**src/hw/rtl/bmtb_pkg.sv**
```systemverilog
// package for the boyer-moore table builder
// constants, item codes and sequencer state type; no dependencies
`default_nettype none

package bmtb_pkg;

    localparam int MAX_PATTERN = 64;
    localparam int ALPHABET    = 256;
    localparam int TBL_DEPTH   = MAX_PATTERN + 1;
    localparam int CNT_W       = 7;
    localparam int PAT_AW      = $clog2(MAX_PATTERN);
    localparam int TBL_AW      = $clog2(TBL_DEPTH);
    localparam int BC_AW       = $clog2(ALPHABET);
    localparam int SHIFT_W     = 7;
    localparam int IN_TDATA_W  = 16;
    localparam int OUT_TDATA_W = 16;

    typedef enum logic [1:0] {
        MODE_LOAD   = 2'd0,
        MODE_RD_BC  = 2'd1,
        MODE_RD_GS  = 2'd2,
        MODE_UNUSED = 2'd3
    } mode_t;

    typedef enum logic [1:0] {
        ST_OK        = 2'd0,
        ST_NOT_BUILT = 2'd1,
        ST_RANGE     = 2'd2,
        ST_TOO_LONG  = 2'd3
    } status_t;

    typedef enum logic [17:0] {
        S_IDLE  = 18'h00001,
        S_RD    = 18'h00002,
        S_BCLR  = 18'h00004,
        S_BCR   = 18'h00008,
        S_BCW   = 18'h00010,
        S_GINIT = 18'h00020,
        S_BK1   = 18'h00040,
        S_BK2   = 18'h00080,
        S_BK3   = 18'h00100,
        S_BK4   = 18'h00200,
        S_BK5   = 18'h00400,
        S_BKDEC = 18'h00800,
        S_T1    = 18'h01000,
        S_T2    = 18'h02000,
        S_F1    = 18'h04000,
        S_F2    = 18'h08000,
        S_F3    = 18'h10000,
        S_F4    = 18'h20000
    } state_t;

endpackage

`default_nettype wire

```
**src/hw/rtl/bmtb_ram.sv**
```systemverilog
// generic single-write, single-read ram with registered read data
// no dependencies
`default_nettype none

module bmtb_ram #(
    parameter int WIDTH = 8,
    parameter int DEPTH = 64
) (
    input  wire logic                     clk,
    input  wire logic                     we,
    input  wire logic [$clog2(DEPTH)-1:0] waddr,
    input  wire logic [WIDTH-1:0]         wdata,
    input  wire logic [$clog2(DEPTH)-1:0] raddr,
    output logic      [WIDTH-1:0]         rdata
);

    logic [WIDTH-1:0] mem [DEPTH];

    always_ff @(posedge clk)
    begin
        if (we)
        begin
            mem[waddr] <= wdata;
        end
        rdata <= mem[raddr];
    end

endmodule

`default_nettype wire

```
**src/hw/rtl/boyer_moore_table_builder_unit.sv**
```systemverilog
// top level of the boyer-moore table builder: sequencer, shared lower/compare unit
// uses bmtb_pkg and four bmtb_ram instances
//
// input channel s_*: one item per handshake. s_tuser carries the mode
// (load byte, read bad-character entry, read good-suffix entry), s_tlast marks
// the final pattern byte. every item except mode 3 answers one item on m_*.
// a load, or a read refused as not built or out of range, answers in the
// cycle after acceptance; other reads pass S_RD and the registered table ram.
// the load marked last starts the build: a sweep sets every bad-character
// entry to the pattern length, a pass over the pattern fills the table, a
// pass seeds the good-suffix table, the backup chain walk visits each
// position and follows the chain on each mismatch (at most L mismatches),
// and the prefix and border passes lower the remaining entries.
// s_tready is low during the build and during a read; the block handles one
// item at a time.
// the result register frees s_tready again as soon as m_tready takes the
// pending item; a stalled receiver just holds s_tready low.
// reset clears the count, overflow and tables-built flags; table contents
// are undefined until the first build writes them.
`default_nettype none

module boyer_moore_table_builder_unit (
    input  wire logic                               clk,
    input  wire logic                               rst_n,
    input  wire logic                               s_tvalid,
    output logic                                    s_tready,
    // [7:0] pattern_byte, [15:8] lookup_index
    input  wire logic [bmtb_pkg::IN_TDATA_W-1:0]    s_tdata,
    // [1:0] mode
    input  wire logic [1:0]                         s_tuser,
    input  wire logic                               s_tlast,
    output logic                                    m_tvalid,
    input  wire logic                               m_tready,
    // [6:0] shift_value, [13:7] stored_length, [15:14] zero
    output logic      [bmtb_pkg::OUT_TDATA_W-1:0]   m_tdata,
    // [1:0] status
    output logic      [1:0]                         m_tuser
);

    import bmtb_pkg::*;

    state_t state_reg, state_next;
    logic [CNT_W-1:0] cnt_reg, cnt_next;
    logic ovf_reg, ovf_next;
    logic built_reg, built_next;
    logic [CNT_W-1:0] u_reg, u_next;
    logic [CNT_W-1:0] ua_reg, ua_next;
    logic [CNT_W-1:0] ub_reg, ub_next;
    logic [BC_AW-1:0] sweep_reg, sweep_next;
    logic [7:0] pu_reg, pu_next;
    logic rd_gs_reg, rd_gs_next;

    // result register
    logic m_valid_reg, m_valid_next;
    logic [SHIFT_W-1:0] m_shift_reg, m_shift_next;
    logic [CNT_W-1:0] m_len_reg, m_len_next;
    status_t m_status_reg, m_status_next;
    logic m_load;

    // ram ports
    logic pat_we;
    logic [PAT_AW-1:0] pat_waddr, pat_raddr;
    logic [7:0] pat_wdata, pat_rdata;
    logic bc_we;
    logic [BC_AW-1:0] bc_waddr, bc_raddr;
    logic [SHIFT_W-1:0] bc_wdata, bc_rdata;
    logic gs_we;
    logic [TBL_AW-1:0] gs_waddr, gs_raddr;
    logic [SHIFT_W-1:0] gs_wdata, gs_rdata;
    logic bk_we;
    logic [TBL_AW-1:0] bk_waddr, bk_raddr;
    logic [SHIFT_W-1:0] bk_wdata, bk_rdata;

    // input fields
    mode_t in_mode;
    logic [7:0] in_byte;
    logic [7:0] in_idx;
    logic in_accept;
    logic [CNT_W-1:0] cnt_eff;
    logic ovf_eff;

    // shared candidate unit: a + b - c, then compare with the table entry
    logic [CNT_W-1:0] op_b, op_c;
    logic [CNT_W:0] cand;
    logic lower_hit;

    assign in_mode   = mode_t'(s_tuser);
    assign in_byte   = s_tdata[7:0];
    assign in_idx    = s_tdata[15:8];
    assign s_tready  = (state_reg == S_IDLE) && (!m_valid_reg || m_tready);
    assign in_accept = s_tvalid && s_tready;
    assign cnt_eff   = built_reg ? '0 : cnt_reg;
    assign ovf_eff   = built_reg ? 1'b0 : ovf_reg;

    assign m_tvalid = m_valid_reg;
    assign m_tdata  = {2'b00, m_len_reg, m_shift_reg};
    assign m_tuser  = m_status_reg;

    always_comb
    begin
        case (state_reg)
            S_BK5:
            begin
                op_b = '0;
                op_c = u_reg;
            end
            S_T2:
            begin
                op_b = ua_reg;
                op_c = u_reg;
            end
            S_F4:
            begin
                op_b = ub_reg;
                op_c = ua_reg;
            end
            default:
            begin
                op_b = '0;
                op_c = '0;
            end
        endcase
        cand      = {1'b0, cnt_reg} + {1'b0, op_b} - {1'b0, op_c};
        lower_hit = {1'b0, gs_rdata} > cand;
    end

    always_comb
    begin
        state_next    = state_reg;
        cnt_next      = cnt_reg;
        ovf_next      = ovf_reg;
        built_next    = built_reg;
        u_next        = u_reg;
        ua_next       = ua_reg;
        ub_next       = ub_reg;
        sweep_next    = sweep_reg;
        pu_next       = pu_reg;
        rd_gs_next    = rd_gs_reg;
        m_load        = 1'b0;
        m_shift_next  = m_shift_reg;
        m_len_next    = m_len_reg;
        m_status_next = m_status_reg;

        pat_we    = 1'b0;
        pat_waddr = cnt_eff[PAT_AW-1:0];
        pat_wdata = in_byte;
        pat_raddr = u_reg[PAT_AW-1:0];
        bc_we     = 1'b0;
        bc_waddr  = sweep_reg;
        bc_wdata  = cnt_reg;
        bc_raddr  = in_idx;
        gs_we     = 1'b0;
        gs_waddr  = u_reg[TBL_AW-1:0];
        gs_wdata  = cand[SHIFT_W-1:0];
        gs_raddr  = in_idx[TBL_AW-1:0];
        bk_we     = 1'b0;
        bk_waddr  = u_reg[TBL_AW-1:0];
        bk_wdata  = ua_reg;
        bk_raddr  = ua_reg[TBL_AW-1:0];

        case (state_reg)
            S_IDLE:
            begin
                if (in_accept)
                begin
                    case (in_mode)
                        MODE_LOAD:
                        begin
                            built_next = 1'b0;
                            if (cnt_eff < CNT_W'(MAX_PATTERN))
                            begin
                                pat_we   = 1'b1;
                                cnt_next = cnt_eff + 1'b1;
                                ovf_next = ovf_eff;
                            end
                            else
                            begin
                                cnt_next = cnt_eff;
                                ovf_next = 1'b1;
                            end
                            m_load        = 1'b1;
                            m_shift_next  = '0;
                            m_len_next    = (cnt_eff < CNT_W'(MAX_PATTERN)) ?
                                            cnt_eff + 1'b1 : cnt_eff;
                            m_status_next = (ovf_eff ||
                                             !(cnt_eff < CNT_W'(MAX_PATTERN))) ?
                                            ST_TOO_LONG : ST_OK;
                            if (s_tlast)
                            begin
                                sweep_next = '0;
                                state_next = S_BCLR;
                            end
                        end
                        MODE_RD_BC, MODE_RD_GS:
                        begin
                            m_len_next = cnt_reg;
                            if (!built_reg)
                            begin
                                m_load        = 1'b1;
                                m_shift_next  = '0;
                                m_status_next = ST_NOT_BUILT;
                            end
                            else if (in_mode == MODE_RD_GS &&
                                     (in_idx == 8'd0 || in_idx > {1'b0, cnt_reg}))
                            begin
                                m_load        = 1'b1;
                                m_shift_next  = '0;
                                m_status_next = ST_RANGE;
                            end
                            else
                            begin
                                rd_gs_next = (in_mode == MODE_RD_GS);
                                state_next = S_RD;
                            end
                        end
                        default:
                        begin
                        end
                    endcase
                end
            end
            S_RD:
            begin
                m_load        = 1'b1;
                m_shift_next  = rd_gs_reg ? gs_rdata : bc_rdata;
                m_len_next    = cnt_reg;
                m_status_next = ST_OK;
                state_next    = S_IDLE;
            end
            // every bad-character entry starts at the pattern length
            S_BCLR:
            begin
                bc_we = 1'b1;
                if (sweep_reg == '1)
                begin
                    u_next     = '0;
                    state_next = S_BCR;
                end
                else
                begin
                    sweep_next = sweep_reg + 1'b1;
                end
            end
            S_BCR:
            begin
                if (u_reg < cnt_reg)
                begin
                    state_next = S_BCW;
                end
                else
                begin
                    u_next     = CNT_W'(1);
                    state_next = S_GINIT;
                end
            end
            // later positions overwrite earlier ones
            S_BCW:
            begin
                bc_we      = 1'b1;
                bc_waddr   = pat_rdata;
                bc_wdata   = cnt_reg - u_reg - 1'b1;
                u_next     = u_reg + 1'b1;
                state_next = S_BCR;
            end
            S_GINIT:
            begin
                if (u_reg <= cnt_reg)
                begin
                    gs_we      = 1'b1;
                    gs_wdata   = SHIFT_W'({cnt_reg, 1'b0} - {1'b0, u_reg});
                    u_next     = u_reg + 1'b1;
                end
                else
                begin
                    u_next     = cnt_reg;
                    ua_next    = cnt_reg + 1'b1;
                    state_next = S_BK1;
                end
            end
            // backup chain: outer step
            S_BK1:
            begin
                if (u_reg == '0)
                begin
                    u_next     = CNT_W'(1);
                    state_next = S_T1;
                end
                else
                begin
                    bk_we      = 1'b1;
                    pat_raddr  = PAT_AW'(u_reg - 1'b1);
                    state_next = S_BK2;
                end
            end
            S_BK2:
            begin
                pu_next    = pat_rdata;
                state_next = S_BK3;
            end
            S_BK3:
            begin
                if (ua_reg >= CNT_W'(1) && ua_reg <= cnt_reg)
                begin
                    pat_raddr  = PAT_AW'(ua_reg - 1'b1);
                    state_next = S_BK4;
                end
                else
                begin
                    state_next = S_BKDEC;
                end
            end
            S_BK4:
            begin
                if (pat_rdata != pu_reg)
                begin
                    gs_raddr   = ua_reg[TBL_AW-1:0];
                    bk_raddr   = ua_reg[TBL_AW-1:0];
                    state_next = S_BK5;
                end
                else
                begin
                    state_next = S_BKDEC;
                end
            end
            // mismatch: lower the entry at ua and follow the chain
            S_BK5:
            begin
                gs_waddr   = ua_reg[TBL_AW-1:0];
                gs_we      = lower_hit;
                ua_next    = bk_rdata;
                state_next = S_BK3;
            end
            S_BKDEC:
            begin
                u_next     = u_reg - 1'b1;
                ua_next    = ua_reg - 1'b1;
                state_next = S_BK1;
            end
            // prefix part below the first border
            S_T1:
            begin
                if (u_reg <= ua_reg && u_reg <= cnt_reg)
                begin
                    gs_raddr   = u_reg[TBL_AW-1:0];
                    state_next = S_T2;
                end
                else
                begin
                    ub_next    = ua_reg;
                    state_next = S_F1;
                end
            end
            S_T2:
            begin
                gs_waddr   = u_reg[TBL_AW-1:0];
                gs_we      = lower_hit;
                u_next     = u_reg + 1'b1;
                state_next = S_T1;
            end
            // remaining borders along the backup chain
            S_F1:
            begin
                if (ua_reg <= cnt_reg)
                begin
                    bk_raddr   = ub_reg[TBL_AW-1:0];
                    state_next = S_F2;
                end
                else
                begin
                    built_next = 1'b1;
                    state_next = S_IDLE;
                end
            end
            S_F2:
            begin
                if (bk_rdata <= ub_reg)
                begin
                    built_next = 1'b1;
                    state_next = S_IDLE;
                end
                else
                begin
                    ub_next    = bk_rdata;
                    state_next = S_F3;
                end
            end
            S_F3:
            begin
                if (ua_reg <= ub_reg)
                begin
                    gs_raddr   = ua_reg[TBL_AW-1:0];
                    state_next = S_F4;
                end
                else
                begin
                    state_next = S_F1;
                end
            end
            S_F4:
            begin
                gs_waddr   = ua_reg[TBL_AW-1:0];
                gs_we      = lower_hit && ua_reg >= CNT_W'(1) && ua_reg <= cnt_reg;
                ua_next    = ua_reg + 1'b1;
                state_next = S_F3;
            end
            default:
            begin
                state_next = S_IDLE;
            end
        endcase

        if (m_load)
        begin
            m_valid_next = 1'b1;
        end
        else if (m_tready)
        begin
            m_valid_next = 1'b0;
        end
        else
        begin
            m_valid_next = m_valid_reg;
        end
    end

    always_ff @(posedge clk or negedge rst_n)
    begin
        if (!rst_n)
        begin
            state_reg   <= S_IDLE;
            cnt_reg     <= '0;
            ovf_reg     <= 1'b0;
            built_reg   <= 1'b0;
            m_valid_reg <= 1'b0;
        end
        else
        begin
            state_reg   <= state_next;
            cnt_reg     <= cnt_next;
            ovf_reg     <= ovf_next;
            built_reg   <= built_next;
            m_valid_reg <= m_valid_next;
        end
    end

    always_ff @(posedge clk)
    begin
        u_reg        <= u_next;
        ua_reg       <= ua_next;
        ub_reg       <= ub_next;
        sweep_reg    <= sweep_next;
        pu_reg       <= pu_next;
        rd_gs_reg    <= rd_gs_next;
        m_shift_reg  <= m_shift_next;
        m_len_reg    <= m_len_next;
        m_status_reg <= m_status_next;
    end

    bmtb_ram #(.WIDTH(8), .DEPTH(MAX_PATTERN)) u_pat_ram (
        .clk   (clk),
        .we    (pat_we),
        .waddr (pat_waddr),
        .wdata (pat_wdata),
        .raddr (pat_raddr),
        .rdata (pat_rdata)
    );

    bmtb_ram #(.WIDTH(SHIFT_W), .DEPTH(ALPHABET)) u_bc_ram (
        .clk   (clk),
        .we    (bc_we),
        .waddr (bc_waddr),
        .wdata (bc_wdata),
        .raddr (bc_raddr),
        .rdata (bc_rdata)
    );

    bmtb_ram #(.WIDTH(SHIFT_W), .DEPTH(TBL_DEPTH)) u_gs_ram (
        .clk   (clk),
        .we    (gs_we),
        .waddr (gs_waddr),
        .wdata (gs_wdata),
        .raddr (gs_raddr),
        .rdata (gs_rdata)
    );

    bmtb_ram #(.WIDTH(SHIFT_W), .DEPTH(TBL_DEPTH)) u_bk_ram (
        .clk   (clk),
        .we    (bk_we),
        .waddr (bk_waddr),
        .wdata (bk_wdata),
        .raddr (bk_raddr),
        .rdata (bk_rdata)
    );

    // a table read never finds the result register still occupied
    a_rd_out_free: assert property (@(posedge clk) disable iff (!rst_n)
        state_reg == S_RD |-> !m_valid_reg)
        else $error("table read while result register busy");

    // pattern count never exceeds the store depth
    a_cnt_range: assert property (@(posedge clk) disable iff (!rst_n)
        cnt_reg <= CNT_W'(MAX_PATTERN))
        else $error("pattern count beyond store depth");

    // a last load starts the clearing sweep
    a_build_start: assert property (@(posedge clk) disable iff (!rst_n)
        in_accept && in_mode == MODE_LOAD && s_tlast |=> state_reg == S_BCLR)
        else $error("build did not start after last byte");

    // tables only become valid at the end of the chain walk
    a_built_src: assert property (@(posedge clk) disable iff (!rst_n)
        $rose(built_reg) |-> ($past(state_reg) == S_F1 || $past(state_reg) == S_F2))
        else $error("tables flagged built outside the final walk");

endmodule

`default_nettype wire

```
**config.mk**
```make
export PLATFORM = sky130hd
export DESIGN_NAME = boyer_moore_table_builder_unit
export DESIGN_NICKNAME = d
export VERILOG_FILES = /design/src/hw/rtl/bmtb_pkg.sv /design/src/hw/rtl/bmtb_ram.sv /design/src/hw/rtl/boyer_moore_table_builder_unit.sv
export SDC_FILE = /design/constraint.sdc
export NUM_CORES = 2
export LEC_CHECK = 0
export BUFFER_PORTS_ARGS = -buffer_cell sky130_fd_sc_hd__buf_2
export CORE_MARGIN = 2
export CORE_UTILIZATION = 40
export DETAILED_ROUTE_END_ITERATION = 10
export HOLD_SLACK_MARGIN = 0.1
export PLACE_DENSITY_LB_ADDON = 0.2
export SYNTH_ARGS = -nofsm -noshare
export SYNTH_HDL_FRONTEND = slang
export SYNTH_SLANG_ARGS = --single-unit
```
**constraint.sdc**
```tcl
create_clock -name clk -period 18.15 [get_ports clk]
set_clock_uncertainty 0.2 [all_clocks]
set_input_delay 1.815 -clock clk [delete_from_list [all_inputs] [get_ports clk]]
set_output_delay 1.815 -clock clk [all_outputs]
set_load 0.01 [all_outputs]
```
==> flow_summary.toml <==
[clocking]
clk_latency_ns = 0.93
clock-root-buffer = "clkbuf_16"
clk_pin_slew_ns = 0.06
tritoncts = "built"
clkSinkCount = 3325
cts_hold_buf = 0
cts_inserted_buffers = 351
cts_buffer_depth = 4
post-cts-setup-buffers = 0
htreeDepth = 5
cts_resized = 0

[place]
io_buffers = 40
place_congestion = 0.883
hpwl_mm = 222
dp.cells = 12508

[drt]
drt_wl_total_mm = 375
first_pass_iters = 9
drcViolationCount = 0
ant_nets = 0
drtIter0Drc = 8915
vias_per_cell = 5.79
wl_per_cell_um = 28.5
vias = 76159

[finish]
drive_gt1_frac = 0.132
reg.largest.list = "u_bc_ram.mem (1792), u_pat_ram.mem (512)"
fin_nets = 8456
syn_to_final_growth_pct = 12.3
instances_no_fill = 13148
regMostFlops = "u_bc_ram.mem"
largest_register_ffs = 1792

[die]
dieArea_mm2 = 0.343
top_level_ports = 43
die_x_um = 585
die_height_um = 585
rows = 213
initial_utilization = 0.402
core_mm2 = 0.336

[pwr]
p_total_mw = 18.1
cellPowerDensity_mw_per_mm2 = 119
leakage_nw = 48.0
ir_drop_uv = 239

[worst_setup_path]
start_kind = "flip-flop"
cpPeakStageDelay_ns = 0.72
crit_type = "flip-flop to flip-flop"
r2r-start = "state_reg[1]"
endpoint_kind = "flip-flop"
critPathSlowestCell = "nor2_1"
crit_start = "state_reg[1]"
cp_max_fo = 8
path_common_cell = "nor2_1"
critical_path.cell_chain = "nor4_4 > nand3_1 > nor4_1 > nand3b_1 > nand2b_1 > nand2_1 > nand2_1 > ha_1 > inv_1 > ha_1 > fa_1 > a21oi_1 > nor2_1 > nor2_1 > o21bai_1 > a21oi_1 > xor2_1 > ha_1 > nand4_1 > nor2_1 > o41a_1 > nor2b_1 > nand2_1 > nor2_1"
r2r_cells = 24
cp_data_arrival_time_ns = 7.66
required_ns = 18.50

[synthesis]
yosys-top-cells-area = "edfxtp_1 (73%), mux4_2 (5.4%), mux2i_1 (4.7%)"
synth-compound-area-share = 0.0617
ys_ff_latch = 3325
synth_area_mm2 = 0.135
synthCells = 8292
ys.flop_type = "edfxtp_1"
synth_area_per_cell_um2 = 16.3
synth.largest_area_cell = "edfxtp_1"
yosys-top-cells-count = "edfxtp_1 (3268), nand2_1 (886), mux2i_1 (633)"
muxShareOfSynthArea = 0.103
synth.most_common_cell = "edfxtp_1"
synth_top_area_frac = 0.726
synth_cell_types = 104
synth_xor_area_frac = 0.00298
synth_fa_ha_area_frac = 0.00856
synthArstFlopShare = 0.00842
synth_top_family_by_area = "multiplexers"
synth-simple-area-share = 0.0693
synth.yosys.seq_area_share = 0.736
yosys_warnings = 0
synth_edf_count = 3268

[timing]
tns_ns = 0
relSlewSlack = 0.138
finalSetupViolCount = 0
slew_viol_final = 0
fin_crit_sh = 0.403
max_slew.worst_pin.slew_ns = 1.28
hold_viol = 0
finalCriticalPeriod_ns = 7.31
rsz0062_at_grt = "false"
fmax_ghz = 0.137

[global_route]
grt.overflow.total = 0
grt_pass1_wl_mm = 540
grt_max_degree = 229
grt_antenna_before_repair = 12
gr-usage-all-layers = 0.215
grt_pass1_vias = 74709

[hold_path]
hold_path_depth = 2
hp-start = "u_gs_ram.mem[64][4]"
min_path_type = "flip-flop to flip-flop"

[run_status]
status = "completed"

[job]
cap_violations = 0
metal layers:
layer  share of wire  global-route usage  vias up
met3           0.072              0.0352      575
li1                -                   -    32973
met4           0.029              0.0596       10
met1            0.43               0.304    39581
met5         0.00017                   0        -
met2            0.47               0.342     3020
layout by cell type (no fill, tap or decap), types with 78 or more instances in the layout:
cell / count
edfxtp_1: 3268
nand2_1: 867
mux2i_1: 628
nor2_1: 560
clkbuf_16: 358
mux4_2: 322
a21oi_1: 249
nand3_1: 225
o221ai_1: 180
nor3_1: 144
buf_4: 143
o22ai_1: 133
a32oi_1: 98
o21ai_0: 97
and3_1: 91
clkinv_1: 82
a211oi_1: 80
ha_1: 78
per-stage QoR:
step                setup WS [ns]  hold WS [ns]  cell area (µm²)   util
detailed placement          10.71         0.248           140000  0.417
CTS                         10.97         0.270           152000  0.451
global route                10.43         0.289           152000  0.451
finish                      10.84         0.265           152000  0.451
global placement            10.47         0.247           140000  0.417
floorplan                    3.73         0.206           135000      -
cells by family (layout without fill, tap and decap cells):
| kind of cell | after synthesis | in the layout |
|---|---|---|
| flops | 3325 | 3325 |
| simple gates | 2112 | 2112 |
| compound gates | 1182 | 1182 |
| mux | 982 | 982 |
| buf+inv | 557 | 895 |
| fa+ha+maj | 87 | 87 |
| xor+xnor | 46 | 46 |
| other cells | 1 | 4 |
final cells by class:
| cell class | instances | area, µm² |
|---|---|---|
| fillers | 29121 | 185000 |
| flip-flops and latches | 3325 | 99400 |
| multi-input cells | 4411 | 33500 |
| clock buffers | 441 | 9400 |
| well taps | 4515 | 5650 |
| clock inverters | 197 | 2060 |
| repair buffers | 188 | 1420 |
| inverters | 69 | 262 |
| diodes | 2 | 5.00 |
critical path: cells and delay by family (launching register included):
family | cells | cell delay, ns
simple gates | 14 | 3.87
fa+ha+maj | 4 | 1.13
compound gates | 4 | 0.85
flops | 1 | 0.47
xor+xnor | 1 | 0.34
buf+inv | 1 | 0.04
path summary, 6_finish.rpt:
check                      slack (ns)                  end
setup / recovery                10.84  u_gs_ram.mem[60][6]
hold / removal                   0.26    u_gs_ram.rdata[4]
setup reg to reg                10.84  u_gs_ram.mem[60][6]
hold reg to reg                  0.26    u_gs_ram.rdata[4]
max in group asynchronous       16.47         state_reg[4]
min in group asynchronous        0.76           cnt_reg[2]
power breakdown:
group	internal [mW]	leakage, nW	switching [mW]	total [mW]
registers	9.10	29.2	0.0442	9.14
clock network	4.20	5.57	3.00	7.20
logic	0.360	13.3	1.42	1.78
No activity file was read; power rests on OpenSTA's default activity.
